**config.mk**
```make
export PLATFORM = sky130hd
export DESIGN_NAME = tsc_sub_cell
export DESIGN_NICKNAME = d
export VERILOG_FILES = /design/src/rtl/tsc_sub_cell.sv
export SDC_FILE = /design/constraint.sdc
export NUM_CORES = 1
export LEC_CHECK = 0
export BUFFER_PORTS_ARGS = -buffer_cell sky130_fd_sc_hd__buf_2
export CAP_MARGIN = 20
export CORE_MARGIN = 1
export CORE_UTILIZATION = 35
export DETAILED_ROUTE_END_ITERATION = 7
export PLACE_DENSITY = 0.65
export RECOVER_POWER = 50
export SETUP_SLACK_MARGIN = 0.02
export SYNTH_ARGS = -nofsm -noshare
export SYNTH_HDL_FRONTEND = slang
export SYNTH_SLANG_ARGS = --single-unit
```
**constraint.sdc**
```tcl
create_clock -name clk -period 1.55 [get_ports clk]
set_clock_uncertainty 0.2 [all_clocks]
set_input_delay 0.3875 -clock clk [delete_from_list [all_inputs] [get_ports clk]]
set_output_delay 0.3875 -clock clk [all_outputs]
set_load 0.1 [all_outputs]
```
**src/rtl/tsc_sub_cell.sv**
```systemverilog
// one compare-and-subtract step of a restoring reduction or division chain
`default_nettype none
module tsc_sub_cell #(
	parameter int RW      = 8,
	parameter int DVW     = 8,
	parameter int QBW     = 1,
	parameter int SDW     = 1,
	parameter int D_SHIFT = 0,
	parameter int R_SHIFT = 0
) (
	input  wire logic           clk,
	input  wire logic           arst_n,
	input  wire logic           en,
	input  wire logic           in_valid,
	input  wire logic [RW-1:0]  in_r,
	input  wire logic [DVW-1:0] in_d,
	input  wire logic [QBW-1:0] in_q,
	input  wire logic [SDW-1:0] in_side,
	output logic                out_valid,
	output logic [RW-1:0]       out_r,
	output logic [DVW-1:0]      out_d,
	output logic [QBW-1:0]      out_q,
	output logic [SDW-1:0]      out_side
);
	localparam int CW = (RW + R_SHIFT > DVW + D_SHIFT) ? RW + R_SHIFT : DVW + D_SHIFT;

	logic [CW-1:0] rr;
	logic [CW-1:0] dd;
	logic [CW-1:0] diff;
	logic          ge;

	// trial subtraction
	always_comb begin
		rr   = CW'(in_r) << R_SHIFT;
		dd   = CW'(in_d) << D_SHIFT;
		ge   = rr >= dd;
		diff = rr - dd;
	end

	always_ff @(posedge clk or negedge arst_n) begin
		if (!arst_n) begin
			out_valid <= 1'b0;
		end else if (en) begin
			out_valid <= in_valid;
		end
	end

	always_ff @(posedge clk) begin
		if (en) begin
			out_r    <= ge ? diff[RW-1:0] : rr[RW-1:0];
			out_d    <= in_d;
			out_q    <= QBW'({in_q, ge});
			out_side <= in_side;
		end
	end
endmodule
`default_nettype wire

```
==> impl_metrics.toml, run 1 <==
[sta]
setup_viol = 9
hold_slack_ns = 0.05477
max_freq_mhz = 475.7
setup_slack_ns = -0.5523
finalHoldViolations = 0
period_needed_ns = 2.102
rsz0062_at_grt = "true"
final_max_slew_viol_count = 0
finalCritPeriodShare_pct = 135.6
tightestPinTransition_ns = 0.4472
slew_headroom_pct = 69.81

[cells_and_area]
drive_gt1_share_pct = 50.96
syn2layout_area_growth_pct = 77.04
antenna_cells = 0
final_core_util_pct = 64.80
fin_cells = 201
n_fill_cell = 234
nets = 189

[cts]
cts_tree = "done"
insertion_delay_ns = 0.31
clk_pin_slew_worst_paths_ns = 0.10
clock_sinks = 19
htreeDepth = 1
clk_path_buf_depth = 2
cts_buffers = 3
cts-root-buf = "clkbuf_4"

[hold_path]
hp-class = "in2reg"
worstHoldPathCells = 1
hold_start = "in_side"

[critical_path]
crit_buf_inv = 3
r2r_start = "out_valid"
r2r.worst_path.cells = 1
path_depth = 10
slowest_delay_ns = 0.33
crit_fanout = 3
crit_path_end_kind = "flop"
cpMaxStageDelayCell = "fa_2"
crit_arrival_ns = 1.96
cp_cell_sequence = "buf_8 > inv_12 > ha_4 > fa_2 > nand2b_4 > o2bb2ai_4 > a21oi_2 > a211oi_4 > buf_6 > mux2_4"
cp-start-kind = "input port"
path_delay_family = "adder cells"
worstSetupPathType = "in2reg"
required_ns = 1.41
crit_start = "in_r[0]"

[synthesis]
synth_top_cell_area_share_pct = 48.38
synth-seq-cells = 19
synthArstFlopShare_pct = 5.263
avgSynthCellArea_um2 = 12.41
synth_nets = 121
synth-edff-count = 18
synth_cell_types = 33
syn_area_um2 = 1117
synth.area.top_cells = "edfxtp_1 48%, ha_1 9.0%, mux2_2 7.1%, inv_1 4.4%, mux2i_1 2.7%"
ys.warnings.count = 0
post_synth_inst_count = 90
synthFlopType = "edfxtp_1"
yosysSeqAreaShare_pct = 50.62
yosys.area.top_type = "edfxtp_1"

[routing]
wire_per_inst_um = 13.30
dr.pass1.iters = 4
vias = 933
drc = 0
routed_wl_um = 2673
drt-initial-drc-count = 13
vias_per_cell = 4.642
final_antenna_net_count = 0

[global_routing]
grt_pass1_wl_um = 4340
grtUsageTotal_pct = 17.14
antenna_found_initial = 0
grt_pass1_vias = 978
grt_overflow = 0
grt_start_max_net_pins = 11

[die]
die_area_um2 = 3422
fp.dieW_um = 58.50
core-area_um2 = 3053
io_pins = 41
die_h_um = 58.50
start_util_pct = 36.60
placementRows = 20

[place]
dp.cells = 190
port_buffers = 39
hpwl_um = 2199
place.gp.congestion = 0.7133

[run_status]
violations = "setup timing"
status = "complete, but fails checks"

[power]
leakagePower_uw = 0.0008649
vdd_drop_max_mv = 0.4110
p_total_uw = 1969
p_per_area_nw_per_um2 = 995.2

[job]
cap_violations = 0
## registers in the layout, indices dropped and copies added (netlist names)
signal / flops
out_q: 1
out_valid: 1
out_r: 8
out_side: 1
out_d: 8
## metal layers
layer	global-route usage [%]	up-vias	part of all wire (%)
li1	-	460	-
met1	18.21	432	37
met2	30.54	33	55
met3	4.835	8	4.9
met4	9.524	0	2.9
met5	0	-	0
## stage by stage
step | worst slack, ns | cell area (um^2) | TNS [ns]
global placement | -0.9102 | 1869 | -8.035
floorplan | -0.7641 | 1204 | -6.240
CTS | -0.5481 | 1958 | -4.506
detailed placement | -0.9700 | 1869 | -8.524
finish | -0.5523 | 1978 | -4.723
global route | -0.5732 | 1978 | -5.005
## layout make-up
cell class	instances	area [um^2]	area share (%)
inverter	13	61.31	3.099
tap	44	55.05	2.783
clock buffer	4	26.28	1.328
multi-input combinational	55	569.3	28.78
sequential	19	565.5	28.59
timing repair buffer	66	700.7	35.42
## layout by cell type (no fill, tap or decap), types with 5 or more instances in the layout
master and n:
nor2_1 5, inv_1 10, buf_12 19, buf_6 5, clkbuf_1 10, ha_1 5
buf_2 11, edfxtp_1 18, mux2_4 6, buf_4 20
## kinds of logic (layout without fill, tap and decap cells)
group / after synthesis / count (layout) / share of synthesized area, %
mux: 10 / 10 / 9.743
flops: 19 / 19 / 50.62
simple gates: 17 / 17 / 7.950
buf+inv: 16 / 83 / 6.158
compound gates: 15 / 15 / 11.65
xor+xnor: 4 / 4 / 3.136
fa+ha+maj: 9 / 9 / 10.75
## where the power goes
part	total [uW]	internal, uW	switching [uW]
clock	251	101	150
sequential	677	633	44.0
combinational	1040	437	604
total	1970	1170	798
## Yosys cell counts, types with 3 or more instances
master,count
mux2_2,7
nand2b_1,3
mux2i_1,3
edfxtp_1,18
xnor2_1,3
nor2_1,5
ha_1,8
inv_1,13
## path summary, 6_finish.rpt
path / end / slack, ns
max reg2reg: out_valid / 0.57
min reg2reg: out_valid / 0.38
min in group asynchronous: out_valid / 0.16
min: out_side / 0.05
max in group asynchronous: out_valid / 0.89
max: out_r[2] / -0.55
## repair_timing
action,4_1_cts,5_1_grt
pin swaps,4,0
endpoints found under the hold margin,1,0
setup endpoints to repair,12,28
gates resized for setup,10,4
setup buffers,3,3
hold buffers,1,0
(Power assumes the default switching activity.)
==> run 2: changes to the inputs <==
- CORE_MARGIN: 1 -> 5
- SLEW_MARGIN: unset -> 10
==> run 2 against run 1 <==
Compared with the run above:
- the flow still finishes with violations (setup timing)
- highest routed layer unchanged
- worst setup slack got worse by 0.024 ns
- via count fell by 0.32%
- first-iteration DRC count increased by 85%
- wire length rose by 2.1%
==> impl_metrics.toml, run 2 (same netlist as run 1, synthesis figures left out) <==
[sta]
max_freq_mhz = 470.4
tightestPinTransition_ns = 0.4475
rsz0062_at_grt = "true"
final_max_slew_viol_count = 0
tns_ns = -4.947
setup_slack_ns = -0.5758
setup_viol = 9
finalHoldViolations = 0
period_needed_ns = 2.126
slew_headroom_pct = 69.79
finalCritPeriodShare_pct = 137.2

[routing]
routed_wl_um = 2728
vias = 930
drc = 0
dr.pass1.iters = 4
vias_per_cell = 4.627
drt-initial-drc-count = 24
wire_per_inst_um = 13.57
final_antenna_net_count = 0

[critical_path]
crit_path_end_kind = "flop"
worstSetupPathType = "in2reg"
slowest_delay_ns = 0.33
cpMaxStageDelayCell = "fa_2"
reg2reg_to = "out_valid"
cp_cell_sequence = "buf_8 > inv_12 > ha_4 > fa_2 > nand2b_4 > o2bb2ai_4 > a21oi_2 > a211oi_4 > buf_6 > mux2_4"
r2r.worst_path.cells = 1
path_delay_family = "adder cells"
crit_path_end = "out_r[2]"
r2r_start = "out_valid"
crit_arrival_ns = 1.98
crit_start = "in_r[0]"
cp-start-kind = "input port"
path_depth = 10
r2r_slack_ns = 0.55
crit_fanout = 4
required_ns = 1.40
crit_buf_inv = 3

[power]
leakagePower_uw = 0.0008730
p_per_area_nw_per_um2 = 987.1
vdd_drop_max_mv = 0.3354
p_total_uw = 1946

[run_status]
status = "complete, but fails checks"
violations = "setup timing"

[job]
cap_violations = 0

[cts]
cts_tree = "done"
clk_pin_slew_worst_paths_ns = 0.10
cts-root-buf = "clkbuf_4"
clk_path_buf_depth = 2
cts_buffers = 3
htreeDepth = 1
clock_sinks = 19
insertion_delay_ns = 0.28

[die]
start_util_pct = 36.60
placementRows = 20
core-area_um2 = 3053
fp.dieW_um = 66.50
die_area_um2 = 4422
io_pins = 41
die_h_um = 66.50

[global_routing]
antenna_found_initial = 0
grt_pass1_vias = 989
grt_overflow = 0
grtUsageTotal_pct = 13.11
grt_start_max_net_pins = 11
grt_pass1_wl_um = 4395

[hold_path]
worstHoldPathCells = 1
hp-class = "in2reg"

[cells_and_area]
antenna_cells = 0
reg.largest.list = "out_d: 8 flops, out_r: 8 flops"
layout_common_cells = "21 x buf_4, 19 x buf_12, 18 x edfxtp_1"
final_core_util_pct = 64.59
nets = 189
n_fill_cell = 245
fin_cells = 201
stdcell_area_um2 = 1972
drive_gt1_share_pct = 50.96
layout_commonest_cell = "buf_4"
syn2layout_area_growth_pct = 76.48

[place]
hpwl_um = 2315
placed_area_um2 = 1884
place.gp.congestion = 0.8085
dp.cells = 192
port_buffers = 39
-- run 2: changes by cell type in the layout (fill, tap and decap cells not counted) --
cell       delta
mux2i_2       -1
inv_1         +1
a2111oi_1     -1
clkbuf_1      -2
a2111oi_0     +1
inv_2         -1
buf_2         +2
mux2i_1       +1
buf_4         +1
buf_6         -1
-- run 2: worst min-delay path by stage --
stage	from	to	slack (ns)
finish	in_side	out_side	0.07
global route	in_side	out_side	0.05
CTS	in_side	out_side	0.06
detailed placement	arst_n	out_valid	-0.04
global placement	arst_n	out_valid	-0.04
floorplan	arst_n	out_valid	-0.11
-- run 2: timing repair --
item	CTS	global route
pin swaps	4	0
setup endpoints to repair	10	17
resized for setup	7	2
setup buffers	3	1
endpoints found under the hold margin	1	0
hold buffers	1	0
-- run 2: stage by stage --
| step | worst slack, ns | hold WS [ns] |
|---|---|---|
| 2_1_floorplan | -0.7641 | -0.1081 |
| 5_1_grt | -0.5887 | 0.04625 |
| 3_3_place_gp | -0.9073 | -0.03763 |
| 3_5_place_dp | -0.9785 | -0.03551 |
| 4_1_cts | -0.5602 | 0.06030 |
| 6_report | -0.5758 | 0.07093 |
-- run 2: report_power, final --
part | leakage (uW) | switching, uW | internal [uW]
registers | 0.000188 | 44.9 | 633
logic | 0.000670 | 597 | 431
clock network | 0.0000150 | 140 | 99.9
total | 0.000873 | 783 | 1160
-- run 2: layout make-up --
cell class,instances,area (um^2),share of cell area (%)
repair buffers,66,699.4,35.47
multi-input cells,55,564.3,28.62
flip-flops and latches,19,565.5,28.68
inverters,13,61.31,3.109
clock buffers,4,26.28,1.332
well taps,44,55.05,2.792
-- run 2: metal layers --
| metal | GRT usage, % | vias to the layer above | part of all wire (%) |
|---|---|---|---|
| met1 | 13.92 | 449 | 39 |
| met2 | 25.90 | 20 | 57 |
| met4 | 6.345 | 0 | 0.88 |
| met5 | 0 | - | 0 |
| li1 | - | 459 | - |
| met3 | 0.5059 | 2 | 2.6 |
==> run 3: changes to the inputs <==
- CORE_ASPECT_RATIO: unset -> 0.9
- CORE_UTILIZATION: 35 -> 50
- PLACE_DENSITY: 0.65 -> 0.86
==> run 3 against run 2 <==
Compared with the run above:
- non-clock buffer count down 8
- hold slack lost 0.012 ns
- the flow still finishes with violations (setup timing)
- final cell count fell by 12%
- sequential power is 0.6% higher
- wire length up 28%
- flip-flop and latch count unchanged
- highest routed layer unchanged
- via count is 11% higher
- sequential share of layout area is 0.71 points higher
- clock power is 8% higher
- register-to-register slack about the same
- combinational power about the same
- cell area fell by 2.4%
==> impl_metrics.toml, run 3 (same netlist as run 1, synthesis figures left out) <==
[cts]
insertion_delay_ns = 0.30
cts-root-buf = "clkbuf_4"
clk_pin_slew_worst_paths_ns = 0.11
cts_buffers = 3
htreeDepth = 1
clk_path_buf_depth = 2
cts_tree = "done"
clock_sinks = 19

[routing]
drt-initial-drc-count = 74
met2_length_um = 1777
route.met3.wl_um = 266
routed_wl_um = 3502
top_layer_used = "met4"
vias_per_cell = 5.847
vias = 1029
wl_met1_um = 1285
dr.pass1.iters = 4
wire_per_inst_um = 19.90
final_antenna_net_count = 0
drc = 0

[global_routing]
antenna_found_initial = 0
grtUsageTotal_pct = 22.63
grt_overflow = 0
grt_start_max_net_pins = 15
grt_pass1_vias = 1041
grt_pass1_wl_um = 5168

[place]
placed_area_um2 = 1838
place.gp.congestion = 0.8013
pre_cts_slack_ns = -0.9772
port_buffers = 39
hpwl_um = 2604

[cells_and_area]
layout_common_cells = "20 x buf_12, 18 x edfxtp_1, 16 x buf_4"
reg.largest.list = "out_d: 8 flops, out_r: 8 flops"
layout_commonest_cell = "buf_12"
stdcell_area_um2 = 1924
ff_latch_area_um2 = 565.5
drive_gt1_share_pct = 49.66
n_fill_cell = 94
syn2layout_area_growth_pct = 72.23
nets = 181
antenna_cells = 0
multi_input_area_um2 = 584.3

[sta]
finalCritPeriodShare_pct = 136.2
period_needed_ns = 2.111
final_max_slew_viol_count = 0
tightestPinTransition_ns = 0.6353
max_freq_mhz = 473.8
rsz0062_at_grt = "true"
finalHoldViolations = 0
setup_slack_ns = -0.5608
setup_viol = 9
hold_slack_ns = 0.05926
slew_headroom_pct = 57.57

[critical_path]
worstSetupPathType = "in2reg"
cp-start-kind = "input port"
crit_path_end_kind = "flop"
r2r.worst_path.cells = 1
required_ns = 1.41
crit_fanout = 8
crit_arrival_ns = 1.97

[power]
p_per_area_nw_per_um2 = 1033
vdd_drop_max_mv = 0.8962
leakagePower_uw = 0.0008532
p_total_uw = 1987

[hold_path]
worstHoldPathCells = 1
hp-class = "in2reg"

[die]
io_pins = 41
die_area_um2 = 3281
placementRows = 16
core-area_um2 = 2162
start_util_pct = 51.68
fp.dieW_um = 59.83
die_h_um = 54.85

[run_status]
status = "complete, but fails checks"
violations = "setup timing"

[job]
cap_violations = 0
==> run 3: metal layers <==
metal	track usage [%]	vias up
met4	14.76	0
met1	25.95	491
met2	40.11	75
li1	-	446
met3	2.358	17
met5	0	-
==> run 3: per-stage QoR <==
stage / instances / util [%] / TNS (ns)
detailed placement: 170 / 85.01 / -8.378
floorplan: 90 / - / -6.240
CTS: 176 / 88.95 / -4.783
global route: 176 / 89.00 / -5.084
global placement: 170 / 85.01 / -7.933
finish: 176 / 89.00 / -4.583
==> run 3: final timing paths <==
path | slack (ns) | start | end
hold / removal | 0.06 | in_side | out_side
hold reg to reg | 0.42 | out_valid | out_valid
max in group asynchronous | 0.90 | arst_n | out_valid
setup reg to reg | 0.54 | out_valid | out_valid
min in group asynchronous | 0.17 | arst_n | out_valid
setup / recovery | -0.56 | in_r[0] | out_r[2]
==> run 3: critical path, stage by stage <==
cell       delay [ns]
buf_8            0.09
inv_12           0.03
ha_4             0.15
fa_2             0.33
nand2b_4         0.16
o2bb2ai_4        0.16
a21oi_4          0.15
a211oi_4         0.06
buf_12           0.15
mux2_4           0.30
==> run 3: layout make-up <==
cell class | instances | area share, %
flip-flops and latches | 19 | 29.39
multi-input cells | 55 | 30.36
inverters | 13 | 3.186
clock buffers | 4 | 1.365
well taps | 27 | 1.756
repair buffers | 58 | 33.94
==> run 3: power by group <==
| group | switching [uW] | internal [uW] | leakage, uW |
|---|---|---|---|
| clock | 160 | 100 | 0.0000150 |
| sequential | 49.4 | 633 | 0.000188 |
| combinational | 620 | 424 | 0.000650 |
==> run 3: repair_timing <==
| item | in CTS | in global routing |
|---|---|---|
| pin swaps | 4 | 0 |
| buffers inserted | 1 | 0 |
| gates resized for setup | 6 | 3 |
| endpoints found under the hold margin | 1 | 0 |
| setup endpoints to repair | 11 | 24 |
| hold buffers | 1 | 0 |
