### src/rtl/tsc_mul.sv
// two-stage multiplier built from four half-width partial products
`default_nettype none
module tsc_mul #(
	parameter int AW = 8,
	parameter int BW = 8
) (
	input  wire logic          clk,
	input  wire logic          en,
	input  wire logic [AW-1:0] a,
	input  wire logic [BW-1:0] b,
	output logic [AW+BW-1:0]   p
);
	localparam int AL = AW / 2;
	localparam int AH = AW - AL;
	localparam int BL = BW / 2;
	localparam int BH = BW - BL;
	localparam int PWD = AW + BW;

	logic [AL+BL-1:0] ll_s1;
	logic [AL+BH-1:0] lh_s1;
	logic [AH+BL-1:0] hl_s1;
	logic [AH+BH-1:0] hh_s1;

	// partial products
	always_ff @(posedge clk) begin
		if (en) begin
			ll_s1 <= (AL+BL)'(a[AL-1:0]) * (AL+BL)'(b[BL-1:0]);
			lh_s1 <= (AL+BH)'(a[AL-1:0]) * (AL+BH)'(b[BW-1:BL]);
			hl_s1 <= (AH+BL)'(a[AW-1:AL]) * (AH+BL)'(b[BL-1:0]);
			hh_s1 <= (AH+BH)'(a[AW-1:AL]) * (AH+BH)'(b[BW-1:BL]);
		end
	end

	// recombine
	always_ff @(posedge clk) begin
		if (en) begin
			p <= (PWD'(hh_s1) << (AL + BL)) + (PWD'(lh_s1) << BL)
				+ (PWD'(hl_s1) << AL) + PWD'(ll_s1);
		end
	end
endmodule
`default_nettype wire

### config.mk
export PLATFORM = sky130hd
export DESIGN_NAME = tsc_mul
export DESIGN_NICKNAME = d
export VERILOG_FILES = /design/src/rtl/tsc_mul.sv
export SDC_FILE = /design/constraint.sdc
export NUM_CORES = 1
export LEC_CHECK = 0
export ABC_AREA = 1
export BUFFER_PORTS_ARGS = -buffer_cell sky130_fd_sc_hd__buf_2
export CAP_MARGIN = 20
export CORE_MARGIN = 1
export CORE_UTILIZATION = 67
export CTS_BUF_LIST = sky130_fd_sc_hd__clkbuf_8
export CTS_CLUSTER_SIZE = 40
export DETAILED_ROUTE_END_ITERATION = 8
export PLACE_DENSITY = 0.88
export SLEW_MARGIN = 20
export SYNTH_ARGS = -nofsm -noshare
export SYNTH_HDL_FRONTEND = slang
export SYNTH_SLANG_ARGS = --single-unit
### constraint.sdc
create_clock -name clk -period 9.2 [get_ports clk]
set_input_delay 1.84 -clock clk [delete_from_list [all_inputs] [get_ports clk]]
set_output_delay 1.84 -clock clk [all_outputs]
set_load 0.02 [all_outputs]
==> results of run 1 <==
==> worst min path at each step <==
stage	from	end	slack, ns	cells past startpoint
2_1_floorplan	ll_s1[0]	p[0]	0.40	0
3_3_place_gp	ll_s1[1]	p[1]	0.40	0
3_5_place_dp	ll_s1[3]	p[3]	0.41	0
6_report	ll_s1[3]	p[3]	0.43	0
4_1_cts	ll_s1[3]	p[3]	0.43	0
5_1_grt	ll_s1[0]	p[0]	0.45	0
==> state kept, by name, summed over array words and instances, names as in the netlist <==
signal / cells
hh_s1: 8
hl_s1: 8
lh_s1: 8
ll_s1: 8
p: 16
==> kinds of logic after synthesis <==
| group | count (synthesis) | synth area share [%] |
|---|---|---|
| AND/OR/NAND/NOR | 159 | 16.7 |
| buffers and inverters | 103 | 9.79 |
| adder cells (fa/ha/maj) | 81 | 30.4 |
| flip-flops | 48 | 36.5 |
| XOR/XNOR | 19 | 4.22 |
| AO/OA/AOI/OAI | 16 | 2.35 |
==> critical path: stages <==
cell and delay (ns):
buf_2 0.17, nand2_1 0.10, fa_1 0.54, inv_1 0.06, fa_1 0.43, ha_1 0.36
a21oi_1 0.20, nand2_1 0.12, nand2_1 0.10, nand2_1 0.08, xor2_1 0.14
==> per-stage QoR <==
stage | setup WS [ns] | utilization (%)
after floorplan | 4.95 | -
after global placement | 4.98 | 73.9
after detailed placement | 4.88 | 73.9
after CTS | 5.16 | 75.3
after global routing | 5.07 | 75.3
final | 5.12 | 75.3
==> layer usage <==
metal / vias up / part of all wire [%]
met2: 96 / 50
li1: 1375 / -
met3: 18 / 4.5
met1: 1259 / 43
met5: - / 0
met4: 0 / 2.4
==> where the power goes <==
group	total, mW	internal, mW	switching [mW]
Combinational	0.381	0.143	0.239
Sequential	0.328	0.311	0.0168
Clock	0.118	0.0515	0.0661
==> placed cells by master (no fill, tap or decap), types with 2 or more instances in the layout <==
master	netlist	final
ha_1	56	56
xor2_1	18	18
nand4_1	4	4
fa_1	25	25
nand2_2	4	4
nand3_1	19	19
clkbuf_8	0	5
nand2_1	120	120
nor2_1	8	8
a21oi_1	12	12
buf_2	0	33
inv_1	85	85
a21oi_2	2	2
edfxtp_1	48	48
==> final cells by class <==
| class | instances | area [um^2] |
|---|---|---|
| clock buffer | 5 | 68.8 |
| clock inverter | 2 | 12.5 |
| fill | 405 | 1380 |
| inverter | 87 | 327 |
| multi-input combinational | 275 | 2120 |
| sequential | 48 | 1440 |
| tap | 72 | 90.1 |
| timing repair buffer | 33 | 165 |
==> impl_metrics.py, run 1 <==
metrics = {
    "floorplanning": {
        "fp.dieH_um": 78.8,
        "core_um2": 5610,
        "boundaryPins": 34,
        "row_count": 27,
        "start_util_pct": 70.4,
        "die_w_um": 78.8,
        "die_area_um2": 6200,
    },
    "clocking": {
        "cts_buffer_depth": 2,
        "postCtsSetupBuffers": 0,
        "cts_buffers": 5,
        "cts_tree": "yes",
        "cts_sinks": 48,
        "path_clk_slew_ns": 0.08,
        "insertion_delay_ns": 0.30,
        "cts_root_buffer": "clkbuf_8",
        "h-tree-depth": 2,
        "post_cts_resized": 0,
        "ctsHoldBuffers": 0,
    },
    "finish": {
        "layout.nets": 549,
        "fin_cells": 522,
        "fin_area_um2": 4220,
        "insertedDiodeCount": 0,
        "area_growth_pct": 7.00,
        "drive_above_1_share_pct": 11.1,
    },
    "worst_setup_path": {
        "arrival_ns": 4.14,
        "cp-startpoint": "a[0]",
        "rr_endpoint": "p[13]",
        "startpoint_type": "input pin",
        "path_max_fanout": 8,
        "crit_type": "in -> reg",
        "crit_end": "ll_s1[7]",
        "rr_startpoint": "ll_s1[5]",
        "crit_required_ns": 9.25,
        "reg2reg_depth": 10,
        "r2r_slack_ns": 6.75,
        "endpoint_kind": "flop",
    },
    "synthesis": {
        "yosysMostFrequentCell": "nand2_1",
        "synth.top_cells.by_count": "nand2_1, inv_1, ha_1",
        "synth.largest_area_cell": "edfxtp_1",
        "ys_ff_latch": 48,
        "synth_enable_flop_cells": 48,
        "synth_cell_types": 22,
        "syn_area_um2": 3950,
        "synth_seq_area_share_pct": 36.5,
        "synth_fp_nets": 525,
        "synth_area_leaders": "edfxtp_1, ha_1, fa_1, nand2_1, inv_1",
        "synth_top_area_share_pct": 36.5,
        "synthCells": 426,
        "yosysWarnings": 0,
        "avgSynthCellArea_um2": 9.27,
        "synth_async_sr_flop_share_pct": 0,
        "synth_top_flop_cell": "edfxtp_1",
    },
    "min_path": {
        "hp-class": "reg -> reg",
    },
    "timing": {
        "relSlewSlack_pct": 34.4,
        "worst_pin_slew_ns": 0.983,
        "hold_viol_final": 0,
        "clock.fmax_mhz": 245,
        "finClkSkew_ns": 0.00690,
        "period_needed_ns": 4.08,
        "maxSlewViolCount": 0,
        "finalSetupTns_ns": 0,
        "post-route-period-util_pct": 44.4,
        "finalSetupViolCount": 0,
        "hold_slack_ns": 0.433,
        "rsz0062_at_grt": "no",
    },
    "place": {
        "io_buffer_count": 33,
        "place_hpwl_mm": 5.65,
        "dpl.cell_count": 515,
        "place.gp.congestion": 0.882,
        "postPlaceCellArea_um2": 4140,
    },
    "global_route": {
        "grt_max_degree": 49,
        "grt_pass1_vias": 2792,
        "grt_pass1_wl_mm": 12.3,
        "busiest_layer": "met2",
        "antenna_found_initial": 0,
        "grt_use_met3_pct": 2.87,
        "track_usage_pct": 25.9,
        "grt_overflow": 0,
        "grt_use_met1_pct": 32.3,
        "grt_util_met2_pct": 47.2,
    },
    "detailed_routing": {
        "drtAntennaViolNets": 0,
        "drt-wirelength-per-cell_um": 13.5,
        "vias": 2748,
        "first_iter_violations": 189,
        "drt_pass1_iterations": 4,
        "drt-total-wl_mm": 7.04,
        "vias_per_cell": 5.26,
        "drc": 0,
    },
    "pwr": {
        "powerDensity_nw_per_um2": 196,
        "power_uw": 827,
        "p_leak_nw": 2.50,
        "ir_drop_mv": 0.143,
    },
    "outcome": {
        "status": "completed",
    },
    "job": {
        "cap_viol_max_count": 0,
    },
}
(Power assumes the default switching activity.)
==> run 2: changes to the inputs <==
--- a/config.mk
+++ b/config.mk
@@ -9,11 +9,11 @@
 export BUFFER_PORTS_ARGS = -buffer_cell sky130_fd_sc_hd__buf_2
 export CAP_MARGIN = 20
 export CORE_MARGIN = 1
-export CORE_UTILIZATION = 67
+export CORE_UTILIZATION = 63
 export CTS_BUF_LIST = sky130_fd_sc_hd__clkbuf_8
 export CTS_CLUSTER_SIZE = 40
 export DETAILED_ROUTE_END_ITERATION = 8
-export PLACE_DENSITY = 0.88
+export PLACE_DENSITY = 0.84
 export SLEW_MARGIN = 20
 export SYNTH_ARGS = -nofsm -noshare
 export SYNTH_HDL_FRONTEND = slang
==> constraint.sdc (replaced) <==
create_clock -name clk -period 4.1 [get_ports clk]
set_input_delay 0.82 -clock clk [delete_from_list [all_inputs] [get_ports clk]]
set_output_delay 0.82 -clock clk [all_outputs]
set_load 0.02 [all_outputs]
==> run 2 against run 1 <==
Net effect:
- first-iteration DRC count is 55% lower
- global-route usage shrank 2.9 points
- sequential power increased by 120%
- flip-flop and latch count stayed put
- cell area grew 0.15%
- combinational power increased by 120%
- routed wire length is 6.6% lower
- clock power increased by 120%
- count of clock-buffer cells in the layout did not move
- critical endpoint is now hl_s1[6]
- clock skew rose by 0.0024 ns
==> impl_metrics.py, run 2 (synthesis gave the netlist of run 1 again) <==
metrics = {
    "outcome": {
        "status": "completed",
    },
    "clocking": {
        "post_cts_resized": 0,
        "cts_root_buffer": "clkbuf_8",
        "postCtsSetupBuffers": 0,
        "cts_tree": "yes",
        "h-tree-depth": 2,
        "ctsHoldBuffers": 0,
        "cts_sinks": 48,
        "cts_buffer_depth": 2,
        "cts_buffers": 5,
        "insertion_delay_ns": 0.30,
        "path_clk_slew_ns": 0.08,
    },
    "pwr": {
        "ir_drop_mv": 0.307,
        "p_leak_nw": 2.50,
        "powerDensity_nw_per_um2": 435,
    },
    "min_path": {
        "hold_depth": 0,
        "hp-class": "reg -> reg",
    },
    "floorplanning": {
        "fp.dieH_um": 81.2,
        "die_area_um2": 6590,
        "start_util_pct": 65.9,
        "row_count": 28,
        "boundaryPins": 34,
        "die_w_um": 81.2,
        "core_um2": 5990,
    },
    "worst_setup_path": {
        "crit_type": "in -> reg",
        "endpoint_kind": "flop",
        "slowest_stage": "fa_1",
        "arrival_ns": 3.04,
        "cpPeakStageDelay_ns": 0.54,
        "startpoint_type": "input pin",
        "reg2reg_depth": 10,
        "crit_chain": "buf_2 > nand2_1 > fa_1 > inv_1 > fa_1 > fa_1 > nand3_1 > nand2_1 > xor2_1",
        "path_max_fanout": 8,
        "crit_required_ns": 4.15,
        "cp_common_cell": "fa_1",
    },
    "detailed_routing": {
        "first_iter_violations": 85,
        "drtAntennaViolNets": 0,
        "drt_pass1_iterations": 4,
        "vias_per_cell": 5.15,
        "drc": 0,
        "vias": 2710,
        "drt-wirelength-per-cell_um": 12.5,
        "drt-total-wl_mm": 6.58,
    },
    "finish": {
        "largest_reg_flops": 16,
        "final_core_util_pct": 70.6,
        "top_register": "p",
        "area_growth_pct": 7.16,
        "drive_above_1_share_pct": 10.9,
        "final_cell_mix": "nand2_1, inv_1, ha_1",
        "layout.nets": 549,
        "insertedDiodeCount": 0,
        "final_common_cell": "nand2_1",
    },
    "place": {
        "pre_cts_ws_ns": 0.798,
        "io_buffer_count": 33,
        "place.gp.congestion": 0.870,
        "place_hpwl_mm": 5.42,
    },
    "timing": {
        "post-route-period-util_pct": 72.9,
        "clock.fmax_mhz": 334,
        "period_needed_ns": 2.99,
        "rsz0062_at_grt": "no",
        "finClkSkew_ns": 0.00927,
        "relSlewSlack_pct": 33.5,
        "maxSlewViolCount": 0,
        "hold_slack_ns": 0.417,
        "finalSetupViolCount": 0,
        "worst_pin_slew_ns": 0.997,
        "hold_viol_final": 0,
        "setup_slack_ns": 1.11,
        "finalSetupTns_ns": 0,
    },
    "job": {
        "cap_viol_max_count": 0,
    },
    "global_route": {
        "grt_pass1_wl_mm": 11.3,
        "antenna_found_initial": 0,
        "grt_max_degree": 49,
        "grt_pass1_vias": 2620,
        "grt_overflow": 0,
        "track_usage_pct": 23.0,
    },
}
[run 2: layout make-up]
cell class                      count  area, um^2
Clock inverter                      3        15.0
Fill cell                         460        1760
Tap cell                           75        93.8
Clock buffer                        5        68.8
Timing Repair Buffer               33         165
Inverter                           87         327
Multi-Input combinational cell    275        2120
Sequential cell                    48        1440
[run 2: final timing paths]
check	slack (ns)	endpoint	start
setup / recovery	1.11	hl_s1[6]	a[4]
hold / removal	0.42	p[3]	ll_s1[3]
setup reg to reg	1.66	p[11]	ll_s1[5]
hold reg to reg	0.42	p[3]	ll_s1[3]
[run 2: critical path: cells and delay by family]
family	cells	cell delay (ns)
XOR/XNOR	1	0.14
buffers and inverters	2	0.23
adder cells (fa/ha/maj)	3	1.55
AND/OR/NAND/NOR	3	0.29
[run 2: per-layer routing]
layer	share of wire [%]	track usage, %	wire length (um)	vias up
li1	-	-	-	1378
met1	46	29.3	3020	1260
met2	49	41.1	3240	65
met3	3.8	2.81	249	7
met4	1.2	6.25	78	0
met5	0	0	0	-
[run 2: per-stage QoR]
step	instances	total power [mW]	instance area [um^2]
global route	526	2.01	4230
finish	526	1.84	4230
floorplan	426	1.38	3950
global placement	518	1.55	4150
CTS	526	1.86	4230
detailed placement	518	1.59	4150
[run 2: report_power, final]
group | switching [mW] | internal, mW | leakage [nW] | total [mW]
clock network | 0.145 | 0.116 | 0.0430 | 0.261
logic | 0.528 | 0.315 | 1.99 | 0.843
registers | 0.0374 | 0.698 | 0.468 | 0.736
==> run 3: changes to the inputs <==
==> constraint.sdc (replaced) <==
create_clock -name clk -period 2.8 [get_ports clk]
set_input_delay 0.56 -clock clk [delete_from_list [all_inputs] [get_ports clk]]
set_output_delay 0.56 -clock clk [all_outputs]
set_load 0.02 [all_outputs]
==> run 3 against run 2 <==
Net effect:
- count of clock-buffer cells in the layout unchanged
- cell count increased by 5.5%
- first-iteration DRC count increased by 52%
- setup slack got worse by 0.89 ns
- register-to-register slack got worse by 1.3 ns
- largest cell class unchanged
- flip-flop and latch count unchanged
- non-clock buffer count increased by 29
- cell area increased by 5.4%
- critical path type unchanged
- via count increased by 4.6%
- power increased by 51%
- global-route usage increased by 2.7 points
- clock power increased by 47%
==> impl_metrics.py, run 3 (synthesis gave the netlist of run 1 again) <==
metrics = {
    "timing": {
        "finClkSkew_ns": 0.00543,
        "rsz0062_at_grt": "no",
        "finalSetupTns_ns": 0,
        "relSlewSlack_pct": 82.0,
        "hold_slack_ns": 0.426,
        "clock.fmax_mhz": 388,
        "setup_slack_ns": 0.223,
        "period_needed_ns": 2.58,
        "maxSlewViolCount": 0,
        "post-route-period-util_pct": 92.0,
        "finalSetupViolCount": 0,
        "hold_viol_final": 0,
        "worst_pin_slew_ns": 0.270,
    },
    "pwr": {
        "pwr-share-comb_pct": 47.4,
        "switchingPower_mw": 1.07,
        "internal_power_mw": 1.70,
        "ir_drop_mv": 0.480,
        "p_seq_share_pct": 38.7,
        "power_mw": 2.78,
        "powerDensity_nw_per_um2": 623,
        "clkPwrFrac_pct": 13.8,
        "p_leak_nw": 2.63,
        "swShare_pct": 38.7,
    },
    "detailed_routing": {
        "vias": 2835,
        "drt_pass1_iterations": 4,
        "drtAntennaViolNets": 0,
        "drc": 0,
        "first_iter_violations": 129,
        "drt-total-wl_mm": 7.30,
        "drt-wirelength-per-cell_um": 13.2,
        "vias_per_cell": 5.11,
    },
    "worst_setup_path": {
        "crit_chain": "buf_2 > nand2_1 > fa_1 > inv_1 > fa_1 > ha_1 > a21oi_1 > nand2_1 > nand2_1 > nand2_1 > xor2_1",
        "cpPeakStageDelay_ns": 0.54,
        "rr_startpoint": "ll_s1[5]",
        "cp_common_cell": "nand2_1",
        "startpoint_type": "input pin",
        "crit_type": "in -> reg",
        "arrival_ns": 2.63,
        "cp-startpoint": "a[4]",
        "crit_required_ns": 2.85,
        "slowest_stage": "fa_1",
        "endpoint_kind": "flop",
        "path_delay_family": "adder cells",
        "crit_buf_inv": 2,
        "path_max_fanout": 4,
    },
    "clocking": {
        "post_cts_resized": 0,
        "path_clk_slew_ns": 0.08,
        "cts_buffers": 5,
        "ctsHoldBuffers": 0,
        "h-tree-depth": 2,
        "insertion_delay_ns": 0.29,
        "cts_root_buffer": "clkbuf_8",
        "cts_tree": "yes",
        "cts_sinks": 48,
        "cts_buffer_depth": 2,
        "postCtsSetupBuffers": 0,
    },
    "floorplanning": {
        "die_area_um2": 6590,
        "die_w_um": 81.2,
        "row_count": 28,
        "fp.dieH_um": 81.2,
        "start_util_pct": 65.9,
        "core_um2": 5990,
        "boundaryPins": 34,
    },
    "global_route": {
        "track_usage_pct": 25.7,
        "grt_overflow": 0,
        "grt_max_degree": 21,
        "grt_pass1_wl_mm": 12.8,
        "antenna_found_initial": 0,
        "grt_pass1_vias": 2912,
    },
    "finish": {
        "final_common_cell": "nand2_1",
        "drive_above_1_share_pct": 17.1,
        "largest_reg_flops": 16,
        "fin_cells": 555,
        "final_cell_mix": "nand2_1, inv_1, ha_1",
        "layout.nets": 578,
        "area_growth_pct": 12.9,
        "fin_area_um2": 4460,
        "final_core_util_pct": 74.4,
        "insertedDiodeCount": 0,
        "top_register": "p",
    },
    "place": {
        "dpl.cell_count": 547,
        "io_buffer_count": 33,
        "place_hpwl_mm": 6.04,
        "pre_cts_ws_ns": -0.0861,
        "postPlaceCellArea_um2": 4370,
        "place.gp.congestion": 0.879,
    },
    "job": {
        "cap_viol_max_count": 0,
    },
    "min_path": {
        "hp-class": "reg -> reg",
        "min-delay-start": "ll_s1[0]",
    },
    "outcome": {
        "status": "completed",
    },
}
-- run 3: layout make-up --
cell class	count	area [um^2]
multi-input cells	275	2130
inverters	87	327
well taps	75	93.8
flip-flops and latches	48	1440
repair buffers	62	383
clock buffers	5	68.8
clock inverters	3	15.0
fillers	437	1530
-- run 3: routing by layer --
metal | wire length, um | share of wire (%) | track usage, % | vias up
li1 | - | - | - | 1436
met1 | 3130 | 43 | 32.2 | 1315
met2 | 3720 | 51 | 45.1 | 68
met3 | 240 | 3.3 | 2.47 | 16
met4 | 206 | 2.8 | 11.3 | 0
met5 | 0 | 0 | 0 | -
-- run 3: worst paths after layout --
path              end  slack, ns  depth (start not counted)
min              p[0]       0.43                          0
min reg2reg      p[0]       0.43                          0
max          hl_s1[7]       0.22                         11
max reg2reg     p[13]       0.35                         10
-- run 3: power groups by stage --
stage	logic (mW)	registers [mW]	clock network (mW)
after floorplan	0.837	1.19	0
after global placement	1.23	1.09	0
after detailed placement	1.29	1.09	0
after CTS	1.32	1.08	0.393
after global routing	1.50	1.10	0.416
final	1.32	1.07	0.384
